<file path="config.mk">
export PLATFORM = sky130hd
export DESIGN_NAME = rlks_stamp_mem
export DESIGN_NICKNAME = d
export VERILOG_FILES = /design/src/design/rlks_pkg.sv /design/src/design/rlks_stamp_mem.sv
export SDC_FILE = /design/constraint.sdc
export NUM_CORES = 2
export LEC_CHECK = 0
export ABC_AREA = 1
export BUFFER_PORTS_ARGS = -buffer_cell sky130_fd_sc_hd__buf_2
export CAP_MARGIN = 10
export CORE_UTILIZATION = 63
export DETAILED_ROUTE_END_ITERATION = 6
export PLACE_DENSITY = 0.79
export SLEW_MARGIN = 20
export SYNTH_ARGS = -nofsm -noshare
export SYNTH_HDL_FRONTEND = slang
export SYNTH_SLANG_ARGS = --single-unit
</file>
<file path="constraint.sdc">
create_clock -name clock -period 8.4 [get_ports clock]
set_input_delay 1.68 -clock clock [delete_from_list [all_inputs] [get_ports clock]]
set_output_delay 1.68 -clock clock [all_outputs]
set_load 0.01 [all_outputs]
</file>
<file path="src/design/rlks_pkg.sv">
// Package for the recency list keepalive scheduler.
// Shared widths and the link memory write-enable type; no dependencies.
package rlks_pkg;

   localparam int SLOT_W = 6;   // slot fields on the ports
   localparam int TIME_W = 48;  // tick count
   localparam int WAIT_W = 32;  // wait and staleness limit

   localparam logic [WAIT_W-1:0] STALE_RESET = 32'd1000;

   // field enables of one link memory word
   typedef struct packed {
      logic fresh;   // listed flag and link toward the head
      logic stale;   // link toward the tail
   } link_we_type;

endpackage : rlks_pkg

</file>
<file path="src/design/rlks_stamp_mem.sv">
// Timestamp memory: one 48-bit last-activity time per entry.
// Single write port, registered read port. Uses rlks_pkg.
module rlks_stamp_mem #(
   parameter int DEPTH = 64,
   parameter int AW    = 6
) (
   input  logic                       clock,
   input  logic                       rd_en,
   input  logic [AW-1:0]              rd_addr,
   output logic [rlks_pkg::TIME_W-1:0] rd_data,
   input  logic                       wr_en,
   input  logic [AW-1:0]              wr_addr,
   input  logic [rlks_pkg::TIME_W-1:0] wr_data
);
   import rlks_pkg::*;

   logic [TIME_W-1:0] mem [DEPTH];
   logic [TIME_W-1:0] rd_data_ff;

   always_ff @(posedge clock) begin
      if (wr_en) begin
         mem[wr_addr] <= wr_data;
      end
   end

   always_ff @(posedge clock) begin
      if (rd_en) begin
         rd_data_ff <= mem[rd_addr];
      end
   end

   assign rd_data = rd_data_ff;

endmodule : rlks_stamp_mem

</file>
==> reports/qor.yml <==
outcome:
  status: "complete, but fails checks"
  violations: "design-rule violations"
cts:
  h-tree-depth: 5
  cts.path.max_buffers: 4
  clock-sinks: 3120
  ctsHoldBuffers: 0
  cts_buffers: 312
  cts.reportedPaths.clkPinSlew_ns: 0.06
  cts_resized: 0
  cts-root-buf: "clkbuf_16"
  clock_latency_ns: 0.98
  cts_tree: "done"
  post_cts_buffers: 0
worst_setup_path:
  max_stage_delay_ns: 1.20
  start_kind: "input pin"
  critical_path_class: "in -> reg"
  worstPathArrival_ns: 4.93
  cp-end-kind: "flip-flop"
  crit_path_top_delay_cell: "nor2_4"
  worst_ep_required_time_ns: 8.95
  path_max_fanout: 30
  crit_chain: "buf_2 > inv_1 > nand4_1 > nor2_4 > buf_4"
synth:
  ys_seq_elements: 3120
  synthArstFlopShare_pct: 0
  synthTopCellsByCount: "3372 x nand2_1, 3120 x edfxtp_1, 2857 x nand3_1, 367 x buf_2, 115 x clkbuf_1"
  synth_top_area_share_pct: 75.1
  syn_inst: 10100
  syn-cell-area_um2: 125000
  synthTopCellsByArea: "edfxtp_1 75%, nand3_1 11%, nand2_1 10%, buf_2 1.5%, buf_6 0.61%"
  synth.most_common_cell: "nand2_1"
  synth_edf_count: 3120
  synth_fp_nets: 10200
  synthFlopType: "edfxtp_1"
  yosysWarningCount: 0
  ys_seq_area_share_pct: 75.1
  synth_cell_types: 17
  post-synth-top-area-cell: "edfxtp_1"
  avgSynthCellArea_um2: 12.3
power:
  p_comb_share_pct: 5.9
  peakVddDrop_uv: 203
  power_uw: 32300
  leakage_uw: 0.0478
  power_density_nw_per_um2: 237
  p_switching_uw: 7210
  swShare_pct: 22.3
  clockPowerShare_pct: 40.4
  power.internal_uw: 25100
  seqPwrFrac_pct: 53.7
sta:
  min_period_ns: 4.38
  fin_crit_sh_pct: 52.2
  slew_viol_final: 0
  setup_tns_ns: 0
  maxSlewHeadroom_pct: 17.9
  clock_skew_ns: 0.0740
  setup_viol: 0
  timing.hold.ws_ns: 0.869
  max_freq_ghz: 0.228
  tightest_slew_ns: 1.23
  rsz0062_at_grt: "false"
  hold_viol: 0
placement:
  place_area_um2: 127000
  place.gp.congestion: 0.896
  place_inst: 12300
  io_buffers: 110
  dp_hpwl_mm: 182
drt:
  drc: 5
  drt-pass1-iter-count: 7
  avgViaCountPerCell: 6.61
  vias: 85200
  first_iter_violations: 14700
  drt_wl_total_mm: 363
  wl_per_cell_um: 28.1
  ant_nets: 0
floorplanning:
  rows: 163
  die-area_um2: 200000
  boundaryPins: 111
  fp.coreArea_um2: 197000
  initial_core_util_pct: 63.4
  die_height_um: 447
  dieWidth_um: 447
global_routing:
  track_usage_pct: 36.1
  grt_max_degree: 211
  grt_pass1_wl_mm: 525
  antenna_found_initial: 27
  grt_overflow: 0
  grt_pass1_vias: 82000
final_layout:
  final_nets: 10100
  fin_cells: 12900
  fillers: 12800
  fin_area_um2: 136000
  area_growth_pct: 9.27
  multi_input_area_um2: 27700
  ff_latch_area_um2: 93700
  drive_gt1_share_pct: 7.12
job:
  maxCapViolations: 0
worst_hold_path:
  hold_class: "reg -> reg"
-- critical path, delay by kind of cell --
family                 cells  cell delay [ns]
AND/OR/NAND/NOR            2             2.01
buffers and inverters      3             1.17
-- power by group through the flow --
stage	clock network (uW)	logic [uW]	registers, uW
3_5_place_dp	0	1820	17700
3_3_place_gp	0	1770	17700
2_1_floorplan	0	1080	17600
4_1_cts	13100	1830	17400
6_report	13100	1900	17400
5_1_grt	13600	2010	17300
-- routing by layer --
metal  global-route usage (%)  up-vias  wire, um
met4                     24.7       18     27600
li1                         -    35800         -
met5                        0        -       121
met1                     46.5    40800    120000
met2                     55.7     7125    167000
met3                     7.53     1390     48100
-- placed cells by master (no fill, tap or decap), types with 2 or more instances in the layout --
cell        instances
inv_1               6
nand4_1             9
buf_2              69
nor2_4             56
buf_8               4
clkbuf_1           64
nand3_1          2857
nand2_1          3372
buf_12             24
clkinv_2           41
inv_8               3
diode_2            20
clkbuf_16         317
edfxtp_1         3120
clkinv_8            4
nor4_2              8
clkinv_1           76
inv_6               2
clkinvlp_4          5
buf_4             175
bufinv_16          17
-- sequential cells by signal, indices dropped and copies added, names as in the netlist --
register and flops:
mem 3072, rd_data 48
-- logic make-up after synthesis --
| kind of cell | Yosys count | synth area share (%) |
|---|---|---|
| and+or+nand+nor | 6302 | 21.9 |
| buffers and inverters | 686 | 3.08 |
| DFF | 3120 | 75.1 |
-- final cells by class --
cell class / instances / area share, %
clock buffers: 381 / 5.99
flip-flops and latches: 3120 / 68.7
diodes: 20 / 0.0367
well taps: 2640 / 2.42
inverters: 12 / 0.0651
repair buffers: 273 / 1.62
multi-input cells: 6302 / 20.3
clock inverters: 145 / 0.822
-- final timing paths --
path,slack (ns),end,from,depth (start not counted)
max,4.02,mem[16][7],wr_addr[1],5
min,0.87,rd_data[17],mem[22][17],8
max reg2reg,6.51,rd_data[0],mem[55][0],8
min reg2reg,0.87,rd_data[17],mem[22][17],8
-- stage by stage --
| step | setup slack (ns) | util, % |
|---|---|---|
| finish | 4.02 | 69.2 |
| global route | 4.06 | 69.2 |
| CTS | 4.21 | 69.1 |
| detailed placement | 3.24 | 64.4 |
| global placement | 3.35 | 64.4 |
| floorplan | 1.01 | - |
Note: power is estimated with default switching activity, not from simulation.
