`config.mk`:
```
export PLATFORM = sky130hd
export DESIGN_NAME = rlks_wait
export DESIGN_NICKNAME = d
export VERILOG_FILES = /design/src/design/rlks_pkg.sv /design/src/design/rlks_wait.sv
export SDC_FILE = /design/constraint.sdc
export NUM_CORES = 1
export LEC_CHECK = 0
export ABC_AREA = 1
export BUFFER_PORTS_ARGS = -buffer_cell sky130_fd_sc_hd__buf_2
export CORE_ASPECT_RATIO = 0.5
export CORE_MARGIN = 2
export CORE_UTILIZATION = 58
export CTS_CLUSTER_DIAMETER = 40
export CTS_CLUSTER_SIZE = 12
export DETAILED_ROUTE_END_ITERATION = 10
export PLACE_DENSITY = 0.92
export REMOVE_ABC_BUFFERS = 1
export SKIP_CTS_REPAIR_TIMING = 1
export SLEW_MARGIN = 20
export SYNTH_ARGS = -nofsm -noshare
export SYNTH_HDL_FRONTEND = slang
export SYNTH_SLANG_ARGS = --single-unit
```
`constraint.sdc`:
```
create_clock -name clock -period 3 [get_ports clock]
set_input_delay 0.3 -clock clock [delete_from_list [all_inputs] [get_ports clock]]
set_output_delay 0.3 -clock clock [all_outputs]
set_load 0.005 [all_outputs]
```
`src/design/rlks_pkg.sv`:
```
// Package for the recency list keepalive scheduler.
// Shared widths and the link memory write-enable type; no dependencies.
package rlks_pkg;

   localparam int SLOT_W = 6;   // slot fields on the ports
   localparam int TIME_W = 48;  // tick count
   localparam int WAIT_W = 32;  // wait and staleness limit

   localparam logic [WAIT_W-1:0] STALE_RESET = 32'd1000;

   // field enables of one link memory word
   typedef struct packed {
      logic fresh;   // listed flag and link toward the head
      logic stale;   // link toward the tail
   } link_we_type;

endpackage : rlks_pkg

```
`src/design/rlks_wait.sv`:
```
// Two-stage time-to-staleness unit: due = stamp + limit, then due - now
// with staleness flag and 32-bit saturation. Uses rlks_pkg.
module rlks_wait (
   input  logic                        clock,
   input  logic [rlks_pkg::TIME_W-1:0] stamp,
   input  logic [rlks_pkg::WAIT_W-1:0] limit,
   input  logic [rlks_pkg::TIME_W-1:0] now,
   output logic [rlks_pkg::WAIT_W-1:0] left,
   output logic                        stale
);
   import rlks_pkg::*;

   logic [TIME_W:0]   due_ff;
   logic [TIME_W:0]   diff;
   logic              stale_in;
   logic              stale_ff;
   logic [WAIT_W-1:0] left_in;
   logic [WAIT_W-1:0] left_ff;

   always_comb begin
      diff     = due_ff - {1'b0, now};
      stale_in = (due_ff <= {1'b0, now});
      if (stale_in) begin
         left_in = '0;
      end else if (|diff[TIME_W:WAIT_W]) begin
         left_in = '1;
      end else begin
         left_in = diff[WAIT_W-1:0];
      end
   end

   always_ff @(posedge clock) begin
      due_ff   <= {1'b0, stamp} + (TIME_W+1)'(limit);
      left_ff  <= left_in;
      stale_ff <= stale_in;
   end

   assign left  = left_ff;
   assign stale = stale_ff;

endmodule : rlks_wait

```
==> metrics.csv, run 1 <==
stage;metric;value;unit
critical_path;CP Class;reg2reg;
logic_synthesis;Unique masters post-synth;39;
run_status;status;finished, final reports clean;
logic_synthesis;top cells by count, synth;nand2_1, inv_1, nor2_1, a21oi_1, dfxtp_1;
pwr;Max rail drop VDD;0.285;mV
logic_synthesis;post-synthesis compound-gate area fraction;10.2;%
drt;DR vias/cell;5.29;
cts;Clock Latency Late Sink;0.35;ns
logic_synthesis;predominant post-synthesis flop cell;dfxtp_1;
pwr;switching part of the total;44.5;%
floorplanning;chip height;91.6;um
placement;DP Worst Slack;0.171;ns
logic_synthesis;Post-synth EDFFs;0;
cts;H-tree levels;3;
global_routing;largest net degree at the start of global routing;34;
critical_path;Max stage delay on crit path;0.43;ns
logic_synthesis;Post-Synth Adder-Cell Area;11.7;%
floorplanning;Die ar.;16400;um2
cts;cts bufs inserted;9;
pwr;sw power;2410;uW
logic_synthesis;Post-Synth Simple-Gate Area;36.3;%
finish;fraction of layout cells with a size suffix above 1;12.8;%
floorplanning;Core Area;14700;um2
cts;clock buffer depth;2;
logic_synthesis;dominant cell type by area after synthesis;nand2_1;
timing;Slew Limit Fails;0;
timing;Worst slew margin;58.2;%
logic_synthesis;Seq/Total Area, Yosys;18.5;%
critical_path;Crit path buffers/inverters;3;
global_routing;vias in the first global route;9198;
placement;routability congestion estimate;1.01;
global_routing;GRT Total Usage;34.3;%
timing;post-route worst setup slack;0.235;ns
critical_path;Critical Path Most Common Cell;nand2_1;
drt;drt pass-1 iters;6;
global_routing;initial antenna violation count;2;
pwr;clock network fraction of total power;22.7;%
drt;WL final;28100;um
timing;f_max;362;MHz
pwr;Pwr Density;522;nW/um2
cts;Worst-path clk slew;0.06;ns
cts;CTS tree;yes;
drt;Antenna Nets Post-Route;0;
critical_path;startpoint types;register;
logic_synthesis;count leader, synth;nand2_1;
timing;Final Setup Violations;0;
pwr;combinational share of power;52.5;%
logic_synthesis;mux cell area share after synthesis;0;%
drt;drt drc;0;
critical_path;slowest CP cell;ha_1;
critical_path;CP arrival;3.00;ns
timing;Fin. Hold Viols;0;
placement;DP HPWL;23500;um
cts;Clock Tree Root;clkbuf_16;
floorplanning;chip width;179;um
drt;vias;10200;
logic_synthesis;number of synthesized register bits;82;
finish;Area growth, synth to finish;16.4;%
job;# Max-Cap Violations;0;
placement;placed cells;1908;
global_routing;first-pass GRT wire length;44000;um
critical_path;CP delay by family, top;simple AND/OR/NAND/NOR gates;
pwr;Pint;3000;uW
logic_synthesis;Async SR Flop Fraction;0;%
timing;Tightest Pin Transition;0.620;ns
min_path;worst min path class;in2reg;
timing;Fin Setup TNS;0;ns
finish;post-layout util;70.2;%
pwr;total leakage power;0.00603;uW
logic_synthesis;top post-synthesis cells by area;nand2_1, dfxtp_1, inv_1;
critical_path;cells along the critical path;ha_1 > nand2_1 > inv_1 > nand2_1 > nor3_1 > nand2_1 > nor2_2 > nand2_1 > nand4_1 > nand3_1 > nor2_1 > nand2_1 > nor2_4 > buf_4 > nand3_1 > nand2_1 > inv_1;
finish;non-filler instance count after layout;1925;
logic_synthesis;share of the synthesized area in the top cell type;21.0;%
logic_synthesis;Synth Cell Area;8890;um2
timing;skew final;0.0131;ns
timing;Tmin final;2.77;ns
floorplanning;IO Count;162;
timing;RSZ-0062 raised after global routing;no;
logic_synthesis;Synth Warn #;0;
cts;clock sink count;82;
critical_path;worst-path fanout max;10;
drt;1st-iter DRT viols;1031;
drt;Wirelength per Cell;14.6;um
floorplanning;Starting Density;60.3;%
timing;hold_ws;0.181;ns
logic_synthesis;Mapped Avg Cell Area;5.76;um2
logic_synthesis;combinational family with the most area after synthesis;simple AND/OR/NAND/NOR gates;
timing;fin crit share;92.2;%
finish;Nets;1932;
logic_synthesis;XOR/XNOR Fraction of Synth Area;7.48;%
placement;port buffer count;161;
finish;# fillers;1310;
global_routing;total grt overflow;0;
logic_synthesis;post-synthesis cell count;1544;
critical_path;Worst setup EP type;register;
pwr;Reg power frac;24.8;%
floorplanning;Rows;31;
critical_path;Critical Path RT;3.23;ns
final cells by class:
class / instances / area [um2] / share of cell area [%]
multi-input combinational: 1101 / 5850 / 56.6
sequential: 82 / 1640 / 15.9
inverter: 350 / 1310 / 12.7
timing repair buffer: 177 / 963 / 9.31
tap: 198 / 248 / 2.39
clock buffer: 10 / 239 / 2.31
clock inverter: 5 / 86.3 / 0.834
antenna: 2 / 5.00 / 0.0484
layer usage:
metal / wire [um] / up-vias / GRT usage (%)
li1: - / 5082 / -
met1: 12600 / 4484 / 47.4
met2: 11300 / 534 / 51.4
met3: 3420 / 84 / 9.05
met4: 885 / 0 / 11.0
met5: 0 / - / 0
flip-flops by register name (all words and copies together), names as in the netlist:
register,cells
stale,1
left,32
due_ff,49
power groups by stage:
stage	Sequential, uW	Clock, uW	Combinational (uW)
5_1_grt	1350	1280	3090
3_5_place_dp	1360	0	2680
3_3_place_gp	1350	0	2640
4_1_cts	1340	1220	2720
6_report	1340	1220	2840
2_1_floorplan	1330	0	1810
cells by family (layout without fill, tap and decap cells):
| group | count (synthesis) | count (layout) |
|---|---|---|
| AND/OR/NAND/NOR | 783 | 783 |
| XOR/XNOR | 76 | 76 |
| flip-flops | 82 | 82 |
| other | 0 | 2 |
| buffers and inverters | 361 | 542 |
| AO/OA/AOI/OAI | 160 | 160 |
| adder cells (fa/ha/maj) | 82 | 82 |
through the flow:
stage / power (uW) / instance area (um2)
floorplan: 3150 / 8800
global placement: 3990 / 10000
detailed placement: 4040 / 10000
CTS: 5280 / 10300
global route: 5720 / 10300
finish: 5400 / 10300
path summary, 6_finish.rpt:
kind	from	end	slack, ns	depth (start not counted)
worst max-delay path	due_ff[40]$_DFF_P_	left[15]$_SDFF_PP0_	0.23	17
worst min register to register	due_ff[0]$_DFF_P_	left[0]$_SDFF_PP0_	0.73	5
worst min-delay path	stamp[42]	due_ff[42]$_DFF_P_	0.18	2
worst max register to register	due_ff[40]$_DFF_P_	left[15]$_SDFF_PP0_	0.23	17
layout by cell type (no fill, tap or decap), types with 5 or more instances in the layout:
master       n
nand2_1    498
inv_1      345
buf_2      161
nor2_1     140
a21oi_1     85
dfxtp_1     82
ha_1        80
nand3_1     79
xnor2_1     42
xor2_1      34
o21ai_0     24
nand4_1     15
o21bai_1    15
a31oi_1     14
nor2_2      14
buf_4       13
nor3_1      11
clkbuf_16    9
nor4_1       8
a21o_1       5
Power figures use the tool's default switching activity.
==> run 2, diff against run 1 <==
--- a/config.mk
+++ b/config.mk
@@ -15,8 +15,9 @@
 export DETAILED_ROUTE_END_ITERATION = 10
 export PLACE_DENSITY = 0.92
 export REMOVE_ABC_BUFFERS = 1
+export SETUP_SLACK_MARGIN = 0.5
 export SKIP_CTS_REPAIR_TIMING = 1
-export SLEW_MARGIN = 20
+export SLEW_MARGIN = 10
 export SYNTH_ARGS = -nofsm -noshare
 export SYNTH_HDL_FRONTEND = slang
 export SYNTH_SLANG_ARGS = --single-unit
==> run 2 against run 1 <==
  * Core utilization rose by 7.0 points
  * Clock skew grew 0.0019 ns
  * Total power is 12% higher
  * Via count increased by 8.0%
  * Worst hold slack got worse by 0.012 ns
  * Non-clock buffer count increased by 18
  * Maximum frequency shrank 3.3%
  * Sequential share of layout area down 1.4 points
  * Register-to-register slack got worse by 0.09 ns
  * Cell area is 9.9% higher
  * Highest routed layer unchanged
==> metrics.csv, run 2 (synthesis results as in run 1) <==
stage;metric;value;unit
drt;drt drc;0;
cts;clock buffer depth;2;
floorplanning;Rows;31;
floorplanning;chip height;91.6;um
global_routing;total grt overflow;0;
floorplanning;Starting Density;60.3;%
critical_path;worst-path fanout max;6;
timing;f_max;350;MHz
critical_path;setup slack, reg-to-reg;0.14;ns
cts;cts bufs inserted;9;
global_routing;GRT Total Usage;34.3;%
timing;Slew Limit Fails;0;
timing;Tmin final;2.86;ns
cts;Clock Latency Late Sink;0.36;ns
drt;1st-iter DRT viols;1216;
finish;commonest non-fill, non-tap cell in the layout;nand2_1;
global_routing;initial antenna violation count;2;
pwr;Pwr Density;533;nW/um2
timing;hold_ws;0.169;ns
timing;fin crit share;95.3;%
drt;drt pass-1 iters;7;
global_routing;largest net degree at the start of global routing;34;
critical_path;Critical Path RT;3.25;ns
placement;port buffer count;161;
cts;Clock Tree Root;clkbuf_16;
cts;H-tree levels;3;
pwr;total leakage power;0.00620;uW
placement;routability congestion estimate;1.01;
finish;fraction of layout cells with a size suffix above 1;22.6;%
critical_path;reg2reg end;left[18]$_SDFF_PP0_;
drt;Wirelength per Cell;17.4;um
pwr;Max rail drop VDD;0.307;mV
timing;Worst slew margin;59.8;%
timing;Final Setup Violations;0;
floorplanning;IO Count;162;
timing;Tightest Pin Transition;0.596;ns
placement;DP HPWL;23500;um
floorplanning;chip width;179;um
timing;Fin Setup TNS;0;ns
job;# Max-Cap Violations;0;
cts;CTS tree;yes;
cts;clock sink count;82;
timing;Fin. Hold Viols;0;
drt;vias;11000;
finish;Area growth, synth to finish;28.0;%
timing;RSZ-0062 raised after global routing;yes;
critical_path;FF-to-FF Start;due_ff[24]$_DFF_P_;
global_routing;first-pass GRT wire length;44000;um
floorplanning;Die ar.;16400;um2
critical_path;startpoint types;register;
cts;Worst-path clk slew;0.06;ns
min_path;hold path depth;2;
drt;DR vias/cell;5.66;
critical_path;worst setup path end;left[18]$_SDFF_PP0_;
min_path;worst min path class;in2reg;
finish;most frequent cells in the layout;nand2_1, inv_1, buf_2;
critical_path;Worst setup EP type;register;
critical_path;Worst setup startpoint;due_ff[24]$_DFF_P_;
critical_path;CP arrival;3.11;ns
critical_path;CP Class;reg2reg;
finish;Largest register FFs;49;
critical_path;Worst Reg-to-Reg Cells;18;
finish;Top reg by flops;due_ff;
timing;skew final;0.0150;ns
run_status;status;finished, final reports clean;
floorplanning;Core Area;14700;um2
drt;Antenna Nets Post-Route;0;
drt;WL final;33800;um
finish;Nets;1950;
global_routing;vias in the first global route;9198;
-- run 2: cell types whose count changed in the layout (fill, tap and decap cells not counted), moves of 24 or more --
cell     before  now
nand2_1     498  459
nand2_2       2   35
ha_1         80   41
nand3_2       0   24
nor2_1      140  116
nand3_1      79   55
ha_4          0   25
-- run 2: worst min path at each step --
stage / start / to
4_1_cts: stamp[42] / due_ff[42]$_DFF_P_
3_5_place_dp: stamp[42] / due_ff[42]$_DFF_P_
5_1_grt: stamp[46] / due_ff[46]$_DFF_P_
3_3_place_gp: limit[0] / due_ff[0]$_DFF_P_
6_report: stamp[42] / due_ff[42]$_DFF_P_
2_1_floorplan: stamp[32] / due_ff[32]$_DFF_P_
-- run 2: power by group --
group          internal, uW  switching (uW)  leakage, uW
Clock                   754             497     0.000159
Sequential             1270             118     0.000691
Combinational          1230            2200      0.00535
-- run 2: layout make-up --
class / count / area, um2
Sequential cell: 82 / 1650
Antenna cell: 3 / 7.51
Tap cell: 198 / 248
Clock inverter: 5 / 86.3
Multi-Input combinational cell: 1101 / 6640
Fill cell: 1071 / 3360
Timing Repair Buffer: 195 / 1200
Clock buffer: 10 / 239
Inverter: 350 / 1310
-- run 2: critical path, stage by stage, from the launching register on --
cell and delay, ns:
dfxtp_1 0.35, ha_4 0.38, nand2_1 0.13, nor2_1 0.28, nand2_1 0.17, inv_1 0.11, nand2_1 0.06, nand2_1 0.10
nand2_1 0.09, nand4_1 0.10, nand2_1 0.07, nor2_2 0.16, nand2_1 0.12, nor2_4 0.14, buf_12 0.14, clkbuf_16 0.14
nand3_1 0.08, nand2_1 0.09, inv_1 0.04
-- run 2: layer usage --
layer  vias up  global-route usage, %  part of all wire, %
met5         -                      0                    0
met4         0                   11.0                  5.6
met3       197                   9.05                   13
met2       840                   51.4                   42
met1      4837                   47.4                   39
li1       5126                      -                    -
-- run 2: metrics by stage --
stage                     power [uW]  utilization [%]  cell area [um2]  setup WS, ns  instances
after floorplan                 3150                -             8800         0.461       1533
after global placement          3990             67.9            10000         0.188       1908
after detailed placement        4040             67.9            10000         0.171       1908
after CTS                       5280             70.2            10300         0.232       1923
after global routing            6320             77.2            11400       0.00997       1943
final                           6070             77.2            11400         0.141       1944
==> run 3, diff against run 2 <==
--- a/config.mk
+++ b/config.mk
@@ -9,13 +9,13 @@
 export BUFFER_PORTS_ARGS = -buffer_cell sky130_fd_sc_hd__buf_2
 export CORE_ASPECT_RATIO = 0.5
 export CORE_MARGIN = 2
-export CORE_UTILIZATION = 58
+export CORE_UTILIZATION = 34
 export CTS_CLUSTER_DIAMETER = 40
 export CTS_CLUSTER_SIZE = 12
 export DETAILED_ROUTE_END_ITERATION = 10
-export PLACE_DENSITY = 0.92
+export PLACE_DENSITY = 0.62
 export REMOVE_ABC_BUFFERS = 1
-export SETUP_SLACK_MARGIN = 0.5
+export SETUP_SLACK_MARGIN = 0.05
 export SKIP_CTS_REPAIR_TIMING = 1
 export SLEW_MARGIN = 10
 export SYNTH_ARGS = -nofsm -noshare
==> constraint.sdc (replaced) <==
create_clock -name clock -period 2.8 [get_ports clock]
set_input_delay 0.28 -clock clock [delete_from_list [all_inputs] [get_ports clock]]
set_output_delay 0.28 -clock clock [all_outputs]
set_load 0.005 [all_outputs]
==> run 3 against run 2 <==
  * Flip-flop and latch count unchanged
  * Sequential power increased by 7%
  * Combinational power increased by 1%
  * Die area increased by 68%
  * Total power increased by 1.5%
  * Sequential share of layout area decreased by 0.19 points
  * Worst setup slack improved by 0.040 ns
  * Routed wire length decreased by 12%
  * Global-route usage decreased by 13 points
  * Critical endpoint is now left[20]$_SDFF_PP0_
==> metrics.csv, run 3 (synthesis results as in run 1) <==
stage;metric;value;unit
placement;port buffer count;161;
timing;f_max;382;MHz
global_routing;vias in the first global route;9015;
finish;Area growth, synth to finish;29.5;%
timing;Slew Limit Fails;0;
cts;Worst-path clk slew;0.06;ns
critical_path;Critical Path Most Common Cell;nand2_1;
pwr;clock network fraction of total power;19.8;%
critical_path;Worst Reg-to-Reg Cells;18;
drt;drt pass-1 iters;5;
drt;drt drc;0;
timing;fin crit share;93.5;%
floorplanning;Die ar.;27500;um2
timing;Worst slew margin;51.7;%
global_routing;GRT Total Usage;21.1;%
critical_path;Max stage delay on crit path;0.34;ns
critical_path;startpoint types;register;
floorplanning;Rows;41;
placement;DP Worst Slack;0.0855;ns
min_path;hold path endpoint;due_ff[0]$_DFF_P_;
floorplanning;chip height;118;um
finish;fraction of layout cells with a size suffix above 1;21.8;%
timing;Tmin final;2.62;ns
finish;post-layout util;45.2;%
drt;DR vias/cell;4.66;
critical_path;CP arrival;2.86;ns
critical_path;slowest CP cell;dfxtp_1;
pwr;switching part of the total;44.2;%
floorplanning;Core Area;25400;um2
critical_path;Critical Path RT;3.04;ns
critical_path;cells along the critical path;ha_2 > nand2_1 > inv_1 > nand2_1 > nand2_1 > a21oi_1 > nand2_1 > nand2_1 > nand3_1 > nand2_1 > nand2_1 > nor2_1 > nand2_1 > nor2_4 > clkbuf_16 > nand3_1 > nand2_1 > inv_1;
finish;commonest non-fill, non-tap cell in the layout;nand2_1;
global_routing;global-route met2 utilization;32.0;%
critical_path;CP delay by family, top;simple AND/OR/NAND/NOR gates;
drt;Antenna Nets Post-Route;0;
pwr;Max rail drop VDD;0.297;mV
timing;Final Setup Violations;0;
timing;Fin. Hold Viols;0;
critical_path;FF-to-FF Start;due_ff[19]$_DFF_P_;
finish;most frequent cells in the layout;nand2_1, inv_1, buf_2;
global_routing;met1 usage;31.8;%
cts;Clock Latency Late Sink;0.35;ns
drt;vias;9795;
min_path;worst min path class;in2reg;
placement;DP HPWL;25400;um
critical_path;CP Class;reg2reg;
pwr;Pint;3440;uW
cts;CTS tree;yes;
cts;clock buffer depth;2;
pwr;combinational share of power;56.3;%
global_routing;GR peak layer;met2;
run_status;status;finished, final reports clean;
finish;Top reg by flops;due_ff;
placement;routability congestion estimate;0.934;
pwr;total leakage power;0.00621;uW
cts;cts bufs inserted;9;
pwr;Reg power frac;23.9;%
finish;Nets;1962;
finish;ANT cells;0;
cts;clock sink count;82;
drt;1st-iter DRT viols;698;
finish;Largest register FFs;49;
floorplanning;IO Count;162;
timing;skew final;0.0102;ns
critical_path;reg2reg end;left[20]$_SDFF_PP0_;
critical_path;Crit path buffers/inverters;3;
finish;non-filler instance count after layout;2100;
pwr;sw power;2720;uW
pwr;Pwr Density;535;nW/um2
critical_path;setup slack, reg-to-reg;0.18;ns
cts;Clock Tree Root;clkbuf_16;
drt;WL final;29800;um
placement;placed cells;2073;
global_routing;first-pass GRT wire length;45900;um
min_path;worst hold start;limit[0];
critical_path;worst-path fanout max;16;
floorplanning;Starting Density;35.0;%
global_routing;total grt overflow;0;
timing;Fin Setup TNS;0;ns
job;# Max-Cap Violations;0;
critical_path;Worst setup EP type;register;
min_path;hold path depth;2;
global_routing;GR met3 Demand/Resource;2.61;%
timing;RSZ-0062 raised after global routing;yes;
global_routing;initial antenna violation count;0;
timing;post-route worst setup slack;0.181;ns
drt;Wirelength per Cell;14.2;um
cts;H-tree levels;3;
floorplanning;chip width;233;um
global_routing;largest net degree at the start of global routing;34;
timing;Tightest Pin Transition;0.717;ns
## run 3: worst max path at each step
| stage | cells past startpoint | endpoint | start | slack (ns) |
|---|---|---|---|---|
| floorplan | 21 | left[0]$_SDFF_PP0_ | due_ff[0]$_DFF_P_ | 0.26 |
| global placement | 20 | left[21]$_SDFF_PP0_ | now[2] | 0.08 |
| detailed placement | 19 | left[23]$_SDFF_PP0_ | now[24] | 0.09 |
| CTS | 20 | left[23]$_SDFF_PP0_ | due_ff[0]$_DFF_P_ | 0.14 |
| global route | 17 | left[20]$_SDFF_PP0_ | due_ff[19]$_DFF_P_ | 0.02 |
| finish | 18 | left[20]$_SDFF_PP0_ | due_ff[19]$_DFF_P_ | 0.18 |
## run 3: routing by layer
metal / wire, um / vias to the layer above
met5: 0 / -
met4: 304 / 0
met3: 1770 / 19
met2: 12700 / 233
met1: 15000 / 4394
li1: - / 5149
## run 3: metrics by stage
step	area, um2	hold WS [ns]	power (uW)
global route	11500	0.154	6590
floorplan	8800	0.377	3370
detailed placement	10300	0.496	4440
CTS	10600	0.137	5670
finish	11500	0.141	6160
global placement	10300	0.512	4460
## run 3: cell type report
| type | instances | area [um2] |
|---|---|---|
| repair buffers | 207 | 1240 |
| well taps | 344 | 430 |
| flip-flops and latches | 82 | 1640 |
| clock buffers | 11 | 243 |
| multi-input cells | 1101 | 6580 |
| inverters | 350 | 1310 |
| clock inverters | 5 | 62.6 |
| fillers | 2762 | 13900 |
## run 3: power by group through the flow
stage,registers [uW],logic (uW),clock network (uW)
2_1_floorplan,1430,1940,0
3_3_place_gp,1460,3010,0
3_5_place_dp,1460,2980,0
4_1_cts,1430,2990,1240
5_1_grt,1490,3820,1280
6_report,1470,3470,1220
